$ cat src/hw/rtl/iirdf1_pkg.sv
package iirdf1_pkg;

	localparam int FRAC_SHIFT   = 14;
	localparam int ORDER_BITS   = 6;
	localparam int TAP_BITS     = 6;
	localparam int OP_BITS      = 2;
	localparam int CFG_IDX_BITS = 2;

	localparam logic [CFG_IDX_BITS-1:0] REG_FF_ORDER = CFG_IDX_BITS'(0);
	localparam logic [CFG_IDX_BITS-1:0] REG_FB_ORDER = CFG_IDX_BITS'(1);

	typedef enum logic [OP_BITS-1:0] {
		OP_SAMPLE  = 2'd0,
		OP_FF_COEF = 2'd1,
		OP_FB_COEF = 2'd2,
		OP_CLEAR   = 2'd3
	} op_t;

	typedef enum logic [2:0] {
		ST_IDLE,
		ST_FF,
		ST_FB,
		ST_DRAIN,
		ST_ROUND,
		ST_COMMIT
	} state_t;

	typedef struct packed {
		logic load_sample;
		logic clr_acc;
		logic issue;
		logic use_sample;
		logic feedback;
		logic round;
		logic commit;
		logic wr_ff_coef;
		logic wr_fb_coef;
		logic clr_hist;
	} cmd_t;

	typedef struct packed {
		logic out_free;
	} status_t;

endpackage

$ cat src/hw/rtl/iirdf1_ctrl.sv
module iirdf1_ctrl #(
	parameter int MAX_ORDER = 32,
	localparam int CW = $clog2(MAX_ORDER + 1)
) (
	input  logic                                   clk,
	input  logic                                   arst_n,
	input  logic                                   s_tvalid,
	output logic                                   s_tready,
	input  iirdf1_pkg::op_t                        opcode,
	input  logic                                   cfg_valid,
	output logic                                   cfg_ready,
	input  logic [iirdf1_pkg::CFG_IDX_BITS-1:0]    cfg_index,
	input  logic [iirdf1_pkg::ORDER_BITS-1:0]      cfg_data,
	input  iirdf1_pkg::status_t                    status,
	output iirdf1_pkg::cmd_t                       cmd,
	output logic [CW-1:0]                          tap
);

	iirdf1_pkg::state_t state_q, state_d;
	logic [CW-1:0] k_q, k_d;
	logic drain_q, drain_d;
	logic [iirdf1_pkg::ORDER_BITS-1:0] ff_order_q, fb_order_q;
	logic [CW-1:0] m_ord, n_ord;

	assign cfg_ready = 1'b1;
	assign tap = k_q;

	// orders above the storage depth are clipped when used
	assign m_ord = (32'(ff_order_q) > MAX_ORDER) ? CW'(MAX_ORDER) : CW'(ff_order_q);
	assign n_ord = (32'(fb_order_q) > MAX_ORDER) ? CW'(MAX_ORDER) : CW'(fb_order_q);

	always_ff @(posedge clk or negedge arst_n) begin
		if (!arst_n) begin
			ff_order_q <= '0;
			fb_order_q <= '0;
		end else if (cfg_valid && cfg_ready) begin
			unique case (cfg_index)
				iirdf1_pkg::REG_FF_ORDER: ff_order_q <= cfg_data;
				iirdf1_pkg::REG_FB_ORDER: fb_order_q <= cfg_data;
				default: ;
			endcase
		end
	end

	always_ff @(posedge clk or negedge arst_n) begin
		if (!arst_n) begin
			state_q <= iirdf1_pkg::ST_IDLE;
			k_q     <= '0;
			drain_q <= 1'b0;
		end else begin
			state_q <= state_d;
			k_q     <= k_d;
			drain_q <= drain_d;
		end
	end

	always_comb begin
		state_d  = state_q;
		k_d      = k_q;
		drain_d  = drain_q;
		cmd      = '0;
		s_tready = 1'b0;
		unique case (state_q)
			iirdf1_pkg::ST_IDLE: begin
				s_tready = 1'b1;
				if (s_tvalid) begin
					unique case (opcode)
						iirdf1_pkg::OP_SAMPLE: begin
							cmd.load_sample = 1'b1;
							cmd.clr_acc     = 1'b1;
							k_d             = '0;
							state_d         = iirdf1_pkg::ST_FF;
						end
						iirdf1_pkg::OP_FF_COEF: cmd.wr_ff_coef = 1'b1;
						iirdf1_pkg::OP_FB_COEF: cmd.wr_fb_coef = 1'b1;
						iirdf1_pkg::OP_CLEAR:   cmd.clr_hist   = 1'b1;
						default: ;
					endcase
				end
			end
			iirdf1_pkg::ST_FF: begin
				cmd.issue      = 1'b1;
				cmd.use_sample = (k_q == '0);
				if (k_q == m_ord) begin
					drain_d = 1'b0;
					if (n_ord != '0) begin
						k_d     = CW'(1);
						state_d = iirdf1_pkg::ST_FB;
					end else begin
						state_d = iirdf1_pkg::ST_DRAIN;
					end
				end else begin
					k_d = k_q + CW'(1);
				end
			end
			iirdf1_pkg::ST_FB: begin
				cmd.issue    = 1'b1;
				cmd.feedback = 1'b1;
				if (k_q == n_ord) begin
					drain_d = 1'b0;
					state_d = iirdf1_pkg::ST_DRAIN;
				end else begin
					k_d = k_q + CW'(1);
				end
			end
			iirdf1_pkg::ST_DRAIN: begin
				// wait for the read and multiply stages to empty
				if (drain_q) begin
					state_d = iirdf1_pkg::ST_ROUND;
				end else begin
					drain_d = 1'b1;
				end
			end
			iirdf1_pkg::ST_ROUND: begin
				cmd.round = 1'b1;
				state_d   = iirdf1_pkg::ST_COMMIT;
			end
			iirdf1_pkg::ST_COMMIT: begin
				if (status.out_free) begin
					cmd.commit = 1'b1;
					state_d    = iirdf1_pkg::ST_IDLE;
				end
			end
			default: state_d = iirdf1_pkg::ST_IDLE;
		endcase
	end

endmodule

$ cat src/hw/rtl/iirdf1_dp.sv
module iirdf1_dp #(
	parameter int MAX_ORDER   = 32,
	parameter int SAMPLE_BITS = 16,
	parameter int COEF_BITS   = 18,
	localparam int CW = $clog2(MAX_ORDER + 1)
) (
	input  logic                                clk,
	input  logic                                arst_n,
	input  iirdf1_pkg::cmd_t                    cmd,
	input  logic [CW-1:0]                       tap,
	input  logic [iirdf1_pkg::TAP_BITS-1:0]     tap_index,
	input  logic signed [COEF_BITS-1:0]         coef_value,
	input  logic signed [SAMPLE_BITS-1:0]       sample_in,
	output iirdf1_pkg::status_t                 status,
	output logic                                m_tvalid,
	input  logic                                m_tready,
	output logic [SAMPLE_BITS-1:0]              sample_out,
	output logic                                saturated
);

	localparam int HW = (MAX_ORDER > 1) ? $clog2(MAX_ORDER) : 1;
	localparam int PW = SAMPLE_BITS + COEF_BITS;
	localparam int AW_SUM = PW + $clog2(2 * MAX_ORDER + 2);
	localparam int AW_MIN = SAMPLE_BITS + iirdf1_pkg::FRAC_SHIFT + 1;
	localparam int AW = (AW_SUM > AW_MIN) ? AW_SUM : AW_MIN;
	localparam int RW = AW - iirdf1_pkg::FRAC_SHIFT;
	localparam logic signed [AW-1:0] RND_HALF = AW'(2 ** (iirdf1_pkg::FRAC_SHIFT - 1));

	logic signed [COEF_BITS-1:0] bmem [MAX_ORDER+1];
	logic signed [COEF_BITS-1:0] amem [MAX_ORDER+1];
	logic [MAX_ORDER:0] bv_q, av_q;
	logic signed [SAMPLE_BITS-1:0] xmem [MAX_ORDER];
	logic signed [SAMPLE_BITS-1:0] ymem [MAX_ORDER];

	logic [HW-1:0] wp_q;
	logic [CW-1:0] cnt_q;
	logic signed [SAMPLE_BITS-1:0] sample_q;

	logic [31:0] tap32;
	logic tap_ok;
	logic [CW-1:0] wr_addr;
	int hist_sum;
	logic [HW-1:0] hist_addr;

	logic vld_s1, use_sample_s1, fb_s1;
	logic bv_s1, av_s1, hv_s1;
	logic signed [COEF_BITS-1:0] bcoef_s1, acoef_s1;
	logic signed [SAMPLE_BITS-1:0] x_s1, y_s1;
	logic signed [COEF_BITS-1:0] coef_op;
	logic signed [SAMPLE_BITS-1:0] data_op;

	logic vld_s2, fb_s2;
	logic signed [PW-1:0] prod_s2;

	logic signed [AW-1:0] acc_q;
	logic signed [AW-1:0] acc_rnd;
	logic signed [RW-1:0] rnd_q;
	logic fits;
	logic [SAMPLE_BITS-1:0] y_sat;

	logic out_vld_q;
	logic [SAMPLE_BITS-1:0] out_sample_q;
	logic out_sat_q;

	assign tap32   = 32'(tap_index);
	assign tap_ok  = (tap32 <= 32'(MAX_ORDER));
	assign wr_addr = tap32[CW-1:0];

	// x[n-k] and y[n-k] sit k entries behind the write pointer
	assign hist_sum  = int'(wp_q) + MAX_ORDER - int'(tap);
	assign hist_addr = (hist_sum >= MAX_ORDER) ? HW'(hist_sum - MAX_ORDER) : HW'(hist_sum);

	// coefficient stores
	always_ff @(posedge clk) begin
		if (cmd.wr_ff_coef && tap_ok) begin
			bmem[wr_addr] <= coef_value;
		end
		if (cmd.wr_fb_coef && tap_ok) begin
			amem[wr_addr] <= coef_value;
		end
		bcoef_s1 <= bmem[tap];
		acoef_s1 <= amem[tap];
	end

	always_ff @(posedge clk or negedge arst_n) begin
		if (!arst_n) begin
			bv_q <= '0;
			av_q <= '0;
		end else begin
			if (cmd.wr_ff_coef && tap_ok) begin
				bv_q[wr_addr] <= 1'b1;
			end
			if (cmd.wr_fb_coef && tap_ok) begin
				av_q[wr_addr] <= 1'b1;
			end
		end
	end

	// history stores, circular
	always_ff @(posedge clk) begin
		if (cmd.commit) begin
			xmem[wp_q] <= sample_q;
			ymem[wp_q] <= y_sat;
		end
		x_s1 <= xmem[hist_addr];
		y_s1 <= ymem[hist_addr];
	end

	always_ff @(posedge clk or negedge arst_n) begin
		if (!arst_n) begin
			wp_q  <= '0;
			cnt_q <= '0;
		end else if (cmd.clr_hist) begin
			cnt_q <= '0;
		end else if (cmd.commit) begin
			wp_q <= (32'(wp_q) == 32'(MAX_ORDER - 1)) ? '0 : wp_q + HW'(1);
			if (32'(cnt_q) != 32'(MAX_ORDER)) begin
				cnt_q <= cnt_q + CW'(1);
			end
		end
	end

	always_ff @(posedge clk) begin
		if (cmd.load_sample) begin
			sample_q <= sample_in;
		end
		use_sample_s1 <= cmd.use_sample;
		fb_s1         <= cmd.feedback;
		bv_s1         <= bv_q[tap];
		av_s1         <= av_q[tap];
		hv_s1         <= (tap <= cnt_q);
	end

	always_comb begin
		if (fb_s1) begin
			coef_op = av_s1 ? acoef_s1 : '0;
			data_op = hv_s1 ? y_s1 : '0;
		end else begin
			coef_op = bv_s1 ? bcoef_s1 : '0;
			data_op = use_sample_s1 ? sample_q : (hv_s1 ? x_s1 : '0);
		end
	end

	always_ff @(posedge clk) begin
		prod_s2 <= PW'(coef_op) * PW'(data_op);
		fb_s2   <= fb_s1;
	end

	always_ff @(posedge clk or negedge arst_n) begin
		if (!arst_n) begin
			vld_s1 <= 1'b0;
			vld_s2 <= 1'b0;
		end else begin
			vld_s1 <= cmd.issue;
			vld_s2 <= vld_s1;
		end
	end

	always_ff @(posedge clk) begin
		if (cmd.clr_acc) begin
			acc_q <= '0;
		end else if (vld_s2) begin
			if (fb_s2) begin
				acc_q <= acc_q - AW'(prod_s2);
			end else begin
				acc_q <= acc_q + AW'(prod_s2);
			end
		end
	end

	// round half up, then drop the fraction bits
	assign acc_rnd = acc_q + RND_HALF;

	always_ff @(posedge clk) begin
		if (cmd.round) begin
			rnd_q <= acc_rnd[AW-1:iirdf1_pkg::FRAC_SHIFT];
		end
	end

	assign fits  = (rnd_q[RW-1:SAMPLE_BITS-1] == '0) || (rnd_q[RW-1:SAMPLE_BITS-1] == '1);
	assign y_sat = fits ? rnd_q[SAMPLE_BITS-1:0]
		: {rnd_q[RW-1], {(SAMPLE_BITS-1){~rnd_q[RW-1]}}};

	always_ff @(posedge clk) begin
		if (cmd.commit) begin
			out_sample_q <= y_sat;
			out_sat_q    <= ~fits;
		end
	end

	always_ff @(posedge clk or negedge arst_n) begin
		if (!arst_n) begin
			out_vld_q <= 1'b0;
		end else if (cmd.commit) begin
			out_vld_q <= 1'b1;
		end else if (m_tready) begin
			out_vld_q <= 1'b0;
		end
	end

	assign status.out_free = !out_vld_q || m_tready;
	assign m_tvalid   = out_vld_q;
	assign sample_out = out_sample_q;
	assign saturated  = out_sat_q;

endmodule

$ cat src/hw/rtl/iir_direct_form_one_filter_core.sv
// Direct form I IIR filter with one shared multiply-accumulate.
// A sample walks feed-forward taps 0..M, then feedback taps 1..N (M, N the clipped
// orders) through the single MAC, drains, rounds and commits once the output is
// free. No new item is taken until the sample commits; writes and clears do not stall.
// Reset: orders zero, histories and coefficients read as zero, no item pending.
module iir_direct_form_one_filter_core #(
	parameter int MAX_ORDER   = 32,
	parameter int SAMPLE_BITS = 16,
	parameter int COEF_BITS   = 18,
	localparam int IN_W  = ((iirdf1_pkg::TAP_BITS + COEF_BITS + SAMPLE_BITS + 7) / 8) * 8,
	localparam int OUT_W = ((SAMPLE_BITS + 7) / 8) * 8
) (
	input  logic                                 clk,
	input  logic                                 arst_n,
	input  logic                                 s_tvalid,
	output logic                                 s_tready,
	input  logic [IN_W-1:0]                      s_tdata,  // tap_index, coef_value, sample_in
	input  logic [iirdf1_pkg::OP_BITS-1:0]       s_tuser,  // opcode
	output logic                                 m_tvalid,
	input  logic                                 m_tready,
	output logic [OUT_W-1:0]                     m_tdata,  // sample_out
	output logic [0:0]                           m_tuser,  // saturated
	input  logic                                 cfg_valid,
	output logic                                 cfg_ready,
	input  logic [iirdf1_pkg::CFG_IDX_BITS-1:0]  cfg_index,
	input  logic [iirdf1_pkg::ORDER_BITS-1:0]    cfg_data
);

	localparam int CW = $clog2(MAX_ORDER + 1);
	localparam int COEF_LO = iirdf1_pkg::TAP_BITS;
	localparam int SAMP_LO = COEF_LO + COEF_BITS;

	iirdf1_pkg::cmd_t cmd;
	iirdf1_pkg::status_t status;
	logic [CW-1:0] tap;
	logic [SAMPLE_BITS-1:0] sample_out;
	logic saturated;

	iirdf1_ctrl #(
		.MAX_ORDER(MAX_ORDER)
	) u_ctrl (
		.clk       (clk),
		.arst_n    (arst_n),
		.s_tvalid  (s_tvalid),
		.s_tready  (s_tready),
		.opcode    (iirdf1_pkg::op_t'(s_tuser)),
		.cfg_valid (cfg_valid),
		.cfg_ready (cfg_ready),
		.cfg_index (cfg_index),
		.cfg_data  (cfg_data),
		.status    (status),
		.cmd       (cmd),
		.tap       (tap)
	);

	iirdf1_dp #(
		.MAX_ORDER   (MAX_ORDER),
		.SAMPLE_BITS (SAMPLE_BITS),
		.COEF_BITS   (COEF_BITS)
	) u_dp (
		.clk        (clk),
		.arst_n     (arst_n),
		.cmd        (cmd),
		.tap        (tap),
		.tap_index  (s_tdata[iirdf1_pkg::TAP_BITS-1:0]),
		.coef_value (s_tdata[SAMP_LO-1:COEF_LO]),
		.sample_in  (s_tdata[SAMP_LO+SAMPLE_BITS-1:SAMP_LO]),
		.status     (status),
		.m_tvalid   (m_tvalid),
		.m_tready   (m_tready),
		.sample_out (sample_out),
		.saturated  (saturated)
	);

	assign m_tdata    = OUT_W'(sample_out);
	assign m_tuser[0] = saturated;

	// a sample blocks further items until its result is committed
	a_sample_busy: assert property (@(posedge clk) disable iff (!arst_n)
		(s_tvalid && s_tready && s_tuser == iirdf1_pkg::OP_SAMPLE) |=> !s_tready)
		else $error("input accepted while a sample is in flight");

	// a result only appears after a commit
	a_out_from_commit: assert property (@(posedge clk) disable iff (!arst_n)
		$rose(m_tvalid) |-> $past(cmd.commit))
		else $error("output valid without commit");

	// never overwrite a result that is still waiting
	a_no_overwrite: assert property (@(posedge clk) disable iff (!arst_n)
		cmd.commit |-> (!m_tvalid || m_tready))
		else $error("commit over a pending result");

endmodule

$ cat config.mk
export PLATFORM = sky130hd
export DESIGN_NAME = iir_direct_form_one_filter_core
export DESIGN_NICKNAME = d
export VERILOG_FILES = /design/src/hw/rtl/iirdf1_pkg.sv /design/src/hw/rtl/iirdf1_ctrl.sv /design/src/hw/rtl/iirdf1_dp.sv /design/src/hw/rtl/iir_direct_form_one_filter_core.sv
export SDC_FILE = /design/constraint.sdc
export NUM_CORES = 2
export LEC_CHECK = 0
export ABC_AREA = 1
export BUFFER_PORTS_ARGS = -buffer_cell sky130_fd_sc_hd__buf_2
export CAP_MARGIN = 15
export CELL_PAD_IN_SITES_DETAIL_PLACEMENT = 1
export CELL_PAD_IN_SITES_GLOBAL_PLACEMENT = 1
export CORE_MARGIN = 1.5
export CORE_UTILIZATION = 37
export CTS_CLUSTER_DIAMETER = 150
export DETAILED_ROUTE_END_ITERATION = 8
export GPL_ROUTABILITY_DRIVEN = 0
export MAX_ROUTING_LAYER = met4
export PLACE_DENSITY = 0.64
export SYNTH_ARGS = -nofsm -noshare
export SYNTH_HDL_FRONTEND = slang
export SYNTH_SLANG_ARGS = --single-unit
$ cat constraint.sdc
create_clock -name clk -period 11.9 [get_ports clk]
set_clock_uncertainty 0.2 [all_clocks]
set_input_delay 0.595 -clock clk [delete_from_list [all_inputs] [get_ports clk]]
set_output_delay 0.595 -clock clk [all_outputs]
set_load 0.05 [all_outputs]
Yosys cells after proc, flatten, opt, wreduce, memory -nomap -nowiden
Memory sizes are Yosys's and may differ from the RTL's. A register that Yosys moved wholly into a read port is not among the register bits.
Index checks and enable logic that the tools add are counted.
Widths: inputs -> output; s select.
{ "word_totals": {"mem_bits_rw": 2212, "reg_bits": 243, "in_bits": 55, "mem_count": 4} }
{ "memory_table": {"columns": ["name", "words", "width", "rd", "rd_clocked_by_memory_dff", "write_ports", "line", "text"], "rows": [
  ["u_dp.amem", 33, 18, 1, 1, 1, "iirdf1_dp.sv:30", "logic signed [COEF_BITS-1:0] amem [MAX_ORDER+1];"],
  ["u_dp.bmem", 33, 18, 1, 1, 1, "iirdf1_dp.sv:29", "logic signed [COEF_BITS-1:0] bmem [MAX_ORDER+1];"],
  ["u_dp.xmem", 32, 16, 1, 1, 1, "iirdf1_dp.sv:32", "logic signed [SAMPLE_BITS-1:0] xmem [MAX_ORDER];"],
  ["u_dp.ymem", 32, 16, 1, 1, 1, "iirdf1_dp.sv:33", "logic signed [SAMPLE_BITS-1:0] ymem [MAX_ORDER];"]
]} }
{ "op_classes": {"reduce_logical": 25, "mux": 61, "add_sub_neg": 9, "n_lt_le_gt_ge": 8, "n_bitwise": 5, "multipliers": 1, "eq_ne": 22} }
{ "op_table": {"columns": ["operator", "n"], "rows": [
  ["$mux 16", 5],
  ["$or 33x33->33", 2],
  ["$mux 6", 10],
  ["$mux 18", 3],
  ["$add 41x15->41 const B", 1],
  ["$add 41x34->41", 1],
  ["$mux 41", 1],
  ["$sub 41x34->41", 1],
  ["$mul 18x16->34", 1],
  ["$ge 32x7->1 const B", 1],
  ["$mux 3", 8],
  ["$mux 1", 23],
  ["$pmux 3 s6", 1],
  ["$pmux 6 s3", 1],
  ["$lt 6x7->1 const B", 2],
  ["$add 6x1->6 const B", 2],
  ["$bmux 1 s6", 2],
  ["$eq 12x12->1 const B", 1],
  ["$eq 6x6->1", 2],
  ["$gt 6x6->1 const B", 2],
  ["$logic_not 12->1", 1],
  ["$mux 5", 2],
  ["$ne 2x2->1 const B", 4],
  ["$reduce_and 2->1", 4],
  ["33 further kinds", 50]
]} }

Depth between registers and ports, before layout
{ "logic_depth": {"word_depth": 7, "mapped_depth": 32, "mapped_depth_nobuf": 31} }

Modules after synthesis
A second synthesis with hierarchy kept.
{ "unflattened": {"cells_unflattened": 9282, "area_unflattened_um2": 113303.7} }
{ "modules_own_cells": {"columns": ["mod", "area_each_um2", "instances", "seq_area_each_um2", "cells_per_inst"], "rows": [
  ["iirdf1_dp", 111659.6, 1, 73210.2, 9030],
  ["iirdf1_ctrl", 1644.1, 1, 550.5, 252]
]} }

Least setup slack after synthesis
Ideal clock, no wire load.
{ "synth_timing": {"path_kind": "register -> register", "startpoint": "register u_dp.sample_q[6]", "endpoint": "register u_dp.prod_s2[32]", "n_path_buf": 1, "stages_incl_launch_ff": 23, "period_less_slack_ns": 6.441, "path_slack_ns": 5.459, "t_arrival_ns": 6.129, "path_cell_list": "edfxtp_1 a22o_1 nand2_1 o21ai_0 inv_1 clkbuf_1 nor2_1 fa_1 fa_1 fa_1 fa_1 fa_1 inv_1 fa_1 inv_1 ha_1 a21o_1 a31oi_1 nor2_1 nor4_1 nand2_1 nand2_1 nand2_1"} }
{ "synth_via": {"elab_chain_cells": 3} }
{ "synth_rtl": {"columns": ["item", "line", "text"], "rows": [
  ["start: declaration", "iirdf1_dp.sv:37", "logic signed [SAMPLE_BITS-1:0] sample_q;"],
  ["start signal: assignment", "iirdf1_dp.sv:125", "sample_q <= sample_in;"],
  ["$mux 16", "iirdf1_dp.sv:140", "data_op = use_sample_s1 ? sample_q : (hv_s1 ? x_s1 : '0);"],
  ["$mux 16", "iirdf1_dp.sv:135", "if (fb_s1) begin"],
  ["$mul 18x16->34", "iirdf1_dp.sv:145", "prod_s2 <= PW'(coef_op) * PW'(data_op);"],
  ["end signal: assignment", "iirdf1_dp.sv:145", null],
  ["end: declaration", "iirdf1_dp.sv:53", "logic signed [PW-1:0] prod_s2;"]
]} }
No other way between the ends.
A chain may end at the register's enable or synchronous reset.

Worst setup path in the final report
{ "layout_timing": {"startpoint": "register u_dp.use_sample_s1", "endpoint": "register u_dp.prod_s2[33]"} }
{ "layout_via": {"elab_chain_cells": 3} }
{ "layout_rtl": {"columns": ["item", "line", "text"], "rows": [
  ["start: declaration", "iirdf1_dp.sv:45", "logic vld_s1, use_sample_s1, fb_s1;"],
  ["start signal: assignment", "iirdf1_dp.sv:127", "use_sample_s1 <= cmd.use_sample;"],
  ["$mux 16", "iirdf1_dp.sv:140", null],
  ["$mux 16", "iirdf1_dp.sv:135", null],
  ["$mul 18x16->34", "iirdf1_dp.sv:145", null]
]} }
No other way between the ends.

==> out/metrics.cfg <==
[finish]
final_nets = 9721
final_cell_mix = edfxtp_1, nor2_1, o21ai_0
multi_input_area_sq_mm = 0.0347
regArea_sq_mm = 0.0738
drive_above_1_share_pct = 8.93
nFillCells = 31600
fin_cells = 13400
area_growth_pct = 12.9
layout_commonest_cell = edfxtp_1

[run_status]
outcome = finished, final reports clean

[synthesis]
syn_avg_cell_area_sq_um = 12.3
synth_fp_nets = 9634
netlist_instances = 9140
synth_compound_area_share_pct = 10.9
ys_seq_area_share_pct = 65.5
synth_mux_area_share_pct = 2.27
synth_xor_area_share_pct = 0.941
synth_seq_cells = 2523
synth_area_sq_mm = 0.113
synth_fa_ha_area_share_pct = 6.82
ys.flop_type = edfxtp_1
yosys_warnings = 0
synthArstFlopShare_pct = 4.04
synth_edf_count = 2272
ys_types = 55
synth_top_family_by_area = compound AO/OA/AOI/OAI gates
synth-simple-area-share_pct = 9.35

[global_routing]
grt_pass1_wl_um = 532000
grt_pass1_vias = 79000
grt_max_degree = 228
antenna_found_initial = 11
grtUsageTotal_pct = 23.9
overflow = 0

[worst_setup_path]
reg2reg_depth = 24
slowest_delay_ns = 0.81
path_cells = nor2_2 > a22oi_1 > o22ai_2 > inv_1 > nor2_1 > inv_1 > fa_1 > inv_1 > fa_1 > inv_1 > fa_1 > inv_1 > fa_1 > inv_1 > fa_1 > inv_1 > fa_1 > ha_1 > inv_1 > nor3_1 > nand2_1 > nor4_1 > a21oi_1 > xor2_1
critPathTopFamily = adder cells
cp.required_ns = 12.37
r2r_start = u_dp.use_sample_s1
path_class = reg -> reg
cp-end-kind = flop
crit_fanout = 17
critPathLaunch = u_dp.use_sample_s1
cpMostUsedCell = inv_1
critical_path_buf_inv_count = 8
critPathLaunchType = flop
critPathSlowestCell = nor2_2
critical_path_depth = 24
arrival_ns = 8.84

[timing]
hold_viol_final = 0
setup_tns_ns = 0
whs_ns = 0.0391
drv_slew = 0
fmax_mhz = 120
timing.slew.headroom_pct = 16.2
tightest_slew_ns = 1.26
fin_crit_sh_pct = 70.3
period_needed_ns = 8.36
setup_viol = 0
rsz0062_at_grt = no

[hold_path]
holdPathStages = 4
hold_path.class = in -> reg
hp-start = s_tdata[0]

[die]
io_pins = 75
core_area_sq_mm = 0.303
dieArea_sq_mm = 0.308
start_util_pct = 37.2
die_x_um = 555
std_cell_rows = 202
die_y_um = 555

[drt]
wl_um = 363000
wl_per_cell_um = 27.0
drtPass1Iterations = 5
drtIter0Drc = 6878
viasPerCell = 5.61
antenna_left = 0
route.detailed.drc = 0
via_count = 75300

[clocking]
clock_latency_ns = 0.89
htree_levels = 5
cts_setup_buffers = 0
clockRootBuffer = clkbuf_16
cts_inserted_buffers = 281
clk_path_buf_depth = 4
cts_tree = built
cts_sinks = 2523
clk_pin_slew_worst_paths_ns = 0.06
cts.repair.resized = 0
ctsHoldBuffers = 23

[placement]
dpl.hpwl_um = 214000
placed_cells = 12900
port_buffers = 73

[job]
drv_cap = 0

-- cell type report --
| class | count | area share, % |
|---|---|---|
| Sequential cell | 2523 | 58.0 |
| Multi-Input combinational cell | 5425 | 27.2 |
| Clock buffer | 376 | 6.04 |
| Tap cell | 3978 | 3.91 |
| Inverter | 695 | 2.07 |
| Timing Repair Buffer | 301 | 1.86 |
| Clock inverter | 115 | 0.858 |
| Antenna cell | 7 | 0.0138 |
-- cells in the mapped netlist (all sizes together), types with 26 or more instances --
cell type / instances / area, sq um
nand2: 798 / 3010
dfrtp: 102 / 2550
a21oi: 213 / 1070
nor2: 1329 / 5040
buf: 204 / 1100
clkbuf: 293 / 1100
nor3: 42 / 235
o22ai: 299 / 1880
ha: 147 / 1840
nand4: 47 / 294
a22oi: 55 / 458
o21ai: 1046 / 5240
edfxtp: 2272 / 68200
a31o: 28 / 245
mux2i: 256 / 2560
or2: 74 / 465
fa: 292 / 5850
inv: 689 / 2590
a22o: 78 / 683
nand3: 270 / 1360
xor2: 95 / 832
o221ai: 260 / 2280
dfxtp: 149 / 2980
xnor2: 26 / 228
-- worst min-delay path: cells and delay by family --
kind                   cells  cell delay (ns)
buffers and inverters      1             0.13
and+or+nand+nor            2             0.26
AOI/OAI and AO/OA          1             0.08
-- sequential cells by signal (all words and copies together) (netlist names), 3 cells and up --
signal / cells
u_ctrl.ff_order_q: 6
u_dp.sample_out: 16
u_dp.sample_q: 16
u_dp.bmem: 594
u_dp.y_s1: 16
u_ctrl.tap: 6
u_dp.acoef_s1: 18
u_dp.amem: 594
u_ctrl.state_q: 3
u_dp.prod_s2: 34
u_dp.acc_q: 41
u_dp.wp_q: 5
u_dp.xmem: 512
u_dp.ymem: 512
u_dp.rnd_q: 27
u_ctrl.fb_order_q: 6
u_dp.bv_q: 33
u_dp.bcoef_s1: 18
u_dp.av_q: 33
u_dp.x_s1: 16
u_dp.cnt_q: 6
-- routing by layer --
metal  track usage, %  vias up  wire [um]
li1                 -    32900          -
met1             30.4    39400     153000
met2             39.1     2351     176000
met3             2.82      594      19300
met4             8.82        0      14500
met5                -        -          0
-- stage by stage --
step                instance area (sq um)  utilization, %  setup slack [ns]
floorplan                          113000               -              5.46
global placement                   118000            39.0              3.82
detailed placement                 118000            39.0              3.73
CTS                                127000            41.9              3.68
global route                       127000            42.0              3.17
finish                             127000            42.0              3.54
-- path summary, 6_finish.rpt --
kind	endpoint	slack, ns
setup reg to reg	u_dp.prod_s2[33]	3.54
setup / recovery	u_dp.prod_s2[33]	3.54
hold / removal	u_dp.av_q[30]	0.04
hold reg to reg	u_dp.acoef_s1[13]	0.24
max in group asynchronous	u_dp.bv_q[25]	10.12
min in group asynchronous	u_ctrl.ff_order_q[1]	0.07
-- cells by family after synthesis --
family	Yosys count
other	1
buffers and inverters	1192
and+or+nand+nor	2578
AOI/OAI and AO/OA	2030
DFF	2523
adders and majority gates	439
xor gates and xnor gates	121
muxes	256
Power is left out: the tool's default activity adds up to more than one toggle a clock period on the data nets, which glitch-free logic cannot reach.
